[config.mk]
export PLATFORM = sky130hd
export DESIGN_NAME = x86e_ram
export DESIGN_NICKNAME = d
export VERILOG_FILES = /design/src/rtl/x86_alu_register_memory_executor_defines.svh /design/src/rtl/x86e_ram.sv
export SDC_FILE = /design/constraint.sdc
export NUM_CORES = 2
export LEC_CHECK = 0
export ABC_AREA = 1
export BUFFER_PORTS_ARGS = -buffer_cell sky130_fd_sc_hd__buf_2
export CAP_MARGIN = 15
export CORE_AREA = 2 2 412 414
export DETAILED_ROUTE_END_ITERATION = 8
export DIE_AREA = 0 0 414 416
export PLACE_DENSITY = 0.68
export SYNTH_ARGS = -nofsm -noshare
export SYNTH_HDL_FRONTEND = slang
export SYNTH_SLANG_ARGS = --single-unit
export TNS_END_PERCENT = 20
[constraint.sdc]
create_clock -name clk -period 3.62 [get_ports clk]
set_input_delay 0.724 -clock clk [delete_from_list [all_inputs] [get_ports clk]]
set_output_delay 0.724 -clock clk [all_outputs]
set_load 0.05 [all_outputs]
[src/rtl/x86_alu_register_memory_executor_defines.svh]
// Assertion macros for the x86 ALU register/memory executor.
// Define NO_ASSERTIONS to compile the checks out; no other dependencies.
`ifndef X86_ALU_REGISTER_MEMORY_EXECUTOR_DEFINES_SVH
`define X86_ALU_REGISTER_MEMORY_EXECUTOR_DEFINES_SVH

`ifndef NO_ASSERTIONS
`define X86E_ASSERT_IMP(lbl, clk, rst, ante, cons) \
  lbl: assert property (@(posedge clk) disable iff (rst) (ante) |-> (cons)) \
    else $error("x86 executor check failed");
`define X86E_ASSERT_NXT(lbl, clk, rst, ante, cons) \
  lbl: assert property (@(posedge clk) disable iff (rst) (ante) |=> (cons)) \
    else $error("x86 executor check failed");
`else
`define X86E_ASSERT_IMP(lbl, clk, rst, ante, cons)
`define X86E_ASSERT_NXT(lbl, clk, rst, ante, cons)
`endif

`endif

[src/rtl/x86e_ram.sv]
// Generic single-write, single-read synchronous RAM with registered read.
// No dependencies.
`default_nettype none

module x86e_ram #(
  parameter int WIDTH = 8,
  parameter int DEPTH = 256
) (
  input  wire logic                             clk,
  input  wire logic                             we,
  input  wire logic [$clog2(DEPTH)-1:0]         waddr,
  input  wire logic [WIDTH-1:0]                 wdata,
  input  wire logic [$clog2(DEPTH)-1:0]         raddr,
  output      logic [WIDTH-1:0]                 rdata
);

  logic [WIDTH-1:0] mem [DEPTH];

  always_ff @(posedge clk) begin
    if (we) begin
      mem[waddr] <= wdata;
    end
    rdata <= mem[raddr];
  end

endmodule

`default_nettype wire

# --- Word level (Yosys, flattened, before mapping) ---
# Memories as Yosys holds them, arrays and structs flattened. A register that Yosys moved wholly into a read port is not among the register bits.
# Cells that the tools add are included.
# Widths: inputs -> output; s select.
word_totals:
  regBits: 0
  ram_bits: 2048
  inputBits: 26
  output_inout_bits: 8
  wordCells: 3
  mem_count: 1
memory_table:
  columns: ["name", "depth", "width", "read_ports", "rd_clocked_by_memory_dff", "wr", "line", "rtl"]
  rows:
  - ["mem", 256, 8, 1, 1, 1, "x86e_ram.sv:17", "logic [WIDTH-1:0] mem [DEPTH];"]
classes:
  mux: 2
op_table:
  columns: ["op", "n"]
  rows:
  - ["$mux 1", 2]

# --- Longest topological paths before layout ---
logic_depth:
  word_depth: 2
  mapped_depth: 15
  ltp_nobuf: 11

# --- Worst setup path after synthesis ---
# No wires, ideal clock.
synth_timing:
  path_type: "input-to-reg"
  startpoint: "in we"
  endpoint: "mem mem[162][0] (enable)"
  setup_time_ns: 0.370
  t_arrival_ns: 1.845
  required_time_ns: 3.250
  path_slack_ns: 1.405
  cell_stages: 4
  n_path_buf: 2
  path_cell_list: "clkbuf_1 -> nand3_1 -> clkbuf_1 -> nor2_1"
synth_between:
  elab_chain_cells: 2
synth_rtl:
  columns: ["element", "line", "rtl"]
  rows:
  - ["start, declared", "x86e_ram.sv:10", "input wire logic we,"]
  - ["$mux 1", "x86e_ram.sv:20", "if (we) begin"]
  - ["$mux 1 (implied by the code)", "x86e_ram.sv:21", "mem[waddr] <= wdata;"]
  - ["end, declared", "x86e_ram.sv:17", null]
# Every way passes these cells.

# --- Final worst setup path ---
layout_timing:
  startpoint: "reg rdata[7], read port of mem"
  endpoint: "out rdata[7]"
layout_lines:
  columns: ["element", "line", "rtl"]
  rows:
  - ["start, declared", "x86e_ram.sv:14", "output logic [WIDTH-1:0] rdata"]
# No word-level cell between the ends.

==> results.py <==
metrics = {
    "die": {
        "die_area_mm2": 0.172,
        "core_area_mm2": 0.168,
        "die_h_um": 416,
        "die_width_um": 414,
        "rows": 151,
        "ios": 34,
        "start_util_pct": 49.6,
    },
    "grt": {
        "grt_first_pass_wirelength_um": 339000,
        "use_met3_pct": 5.87,
        "grt.overflow.total": 0,
        "busiest_layer": "met2",
        "grt_pass1_vias": 52687,
        "met2_usage_pct": 39.7,
        "grt_use_met1_pct": 36.5,
        "antenna_found_initial": 9,
        "grt_use_total_pct": 26.1,
        "grt_max_degree": 179,
    },
    "critical_path": {
        "worst_setup_path_start_kind": "register",
        "crit_buf_inv": 1,
        "cpPeakStageDelay_ns": 0.64,
        "critPathCaptureType": "output port",
        "reg2reg_slack_ns": 1.65,
        "criticalPathCategory": "reg2out",
        "reg2reg_from": "mem[89][2]",
        "cpLargestDelayFamily": "flip-flops",
        "reg2reg_to": "rdata[2]",
        "path_cells": "buf_2",
        "crit_path_top_delay_cell": "dfxtp_1",
        "critPathArrivalTime_ns": 1.84,
        "critPathMaxFanout": 1,
        "crit_required_ns": 2.90,
        "reg2regPathDepth": 10,
    },
    "timing": {
        "fmax_ghz": 0.390,
        "fin_setup_tns_ns": 0,
        "final.period_utilization_pct": 70.8,
        "setup_viol": 0,
        "slew_headroom_pct": 26.3,
        "hold_violations": 0,
        "worst_pin_slew_ns": 1.10,
        "finClkSkew_ns": 0.0287,
        "fin_crit_ns": 2.56,
        "rsz0062_at_grt": "false",
        "drv_slew": 0,
    },
    "detailed_routing": {
        "dr.pass1.iters": 9,
        "wl_um": 227000,
        "drc": 0,
        "wire_per_inst_um": 23.9,
        "routed_via_density": 5.88,
        "vias": 55928,
        "antenna_left": 0,
        "drt-initial-drc-count": 7515,
    },
    "yosys": {
        "yosysSeqAreaShare_pct": 73.9,
        "syn_area_mm2": 0.0834,
        "synth_mux_area_share_pct": 0,
        "synthCells": 7003,
        "synth_top_family_by_area": "simple AND/OR/NAND/NOR gates",
        "synth_compound_area_share_pct": 0,
        "yosysWarnings": 0,
        "ys_seq_elements": 2056,
        "synthXorXnorAreaFrac_pct": 0,
        "synth_fa_ha_area_share_pct": 0,
        "syn_nets": 7029,
        "syn_area_per_cell_um2": 11.9,
        "synth_simple_gate_area_share_pct": 22.9,
        "synth_cell_types": 14,
    },
    "hold_path": {
        "worstHoldStart": "wdata[2]",
        "hold_class": "in2reg",
        "min_path_cells": 1,
        "min_to": "mem[74][2]",
    },
    "clock_network": {
        "cts-root-buf": "clkbuf_16",
        "clk_pin_slew_worst_paths_ns": 0.06,
        "cts_setup_buffers": 0,
        "clock_sinks": 2056,
        "tritoncts": "yes",
        "cts_htree_levels": 4,
        "cts_buffer_depth": 3,
        "cts_resized": 0,
        "clock_latency_ns": 0.83,
        "cts-hold-fix-buffers": 0,
        "cts_buffers": 202,
    },
    "run": {
        "maxCapViolCount": 0,
    },
    "pwr": {
        "ir_worst_vdd_uv": 460,
        "p_leak_nw": 33.1,
        "p_per_area_mw_per_mm2": 534,
        "power_mw": 50.2,
    },
    "finish": {
        "fill_cells": 13475,
        "seq_area_mm2": 0.0617,
        "finalInstanceArea_mm2": 0.0940,
        "utilization_pct": 55.9,
        "area_growth_pct": 12.8,
        "multi_input_area_mm2": 0.0191,
        "fin_nets": 7151,
        "drive_above_1_share_pct": 9.41,
    },
    "placement": {
        "placed_area_mm2": 0.0875,
        "portBuffers": 33,
        "dp_hpwl_um": 131000,
        "place_congestion": 0.886,
    },
    "outcome": {
        "status": "complete, no violations",
    },
}
==> cells in the final DEF, fill, tap and decap left out <==
cell,count
edfxtp_1,2048
diode_2,4
bufinv_16,23
nand3_1,2019
buf_8,11
clkbuf_1,39
clkinv_8,2
inv_16,1
clkbuf_8,3
buf_2,21
clkinv_1,53
clkinvlp_4,1
clkbuf_16,205
nand2_1,2123
clkinv_2,36
nor2_1,283
inv_1,34
buf_12,58
buf_4,311
clkinv_4,3
inv_6,7
inv_8,2
inv_2,1
dfxtp_1,8
inv_4,1
==> synth_stat cells (all sizes together) <==
cell    number  area (um^2)
nand2     2123         7970
edfxtp    2048        61500
nand3     2019        10100
buf        371         2030
nor2       283         1060
clkbuf     112          420
inv         39          149
dfxtp        8          160
==> flip-flops by register name (all words and copies together) (netlist names) <==
register	count
mem	2048
rdata	8
==> where the power goes <==
part	internal [mW]	switching, mW
Clock	12.0	8.76
Sequential	26.2	0.0475
Combinational	0.773	2.34
Total	39.0	11.2
==> per-stage QoR <==
stage,std cells,hold WS [ns],setup WS [ns]
after floorplan,7003,0.823,1.40
after global placement,9139,1.04,0.351
after detailed placement,9139,1.01,0.363
after CTS,9511,0.265,0.961
after global routing,9513,0.284,0.992
final,9515,0.302,1.06
==> cells by family after synthesis <==
logic type    after synthesis
buf+inv                   522
flops                    2056
simple gates             4425
==> metal layers <==
metal | wire (um) | up-vias
met5 | 61 | -
met4 | 9390 | 8
met3 | 25200 | 498
met2 | 104000 | 3167
met1 | 89000 | 27133
li1 | - | 25122
==> cell type report <==
cell class,instances,share of cell area (%)
clock buffers,247,5.65
repair buffers,401,4.00
clock inverters,125,1.27
inverters,39,0.192
well taps,2218,2.95
flip-flops and latches,2056,65.6
diodes,4,0.0106
multi-input cells,4425,20.3
==> worst max-delay path by stage <==
stage,cells after the start,startpoint,slack [ns],endpoint
floorplan,4,we,1.40,mem[162][0]
global placement,8,waddr[0],0.35,mem[142][1]
detailed placement,13,raddr[0],0.36,rdata[6]
CTS,1,rdata[7],0.96,rdata[7]
global route,1,rdata[7],0.99,rdata[7]
finish,1,rdata[7],1.06,rdata[7]
No activity file was read; power rests on OpenSTA's default activity.
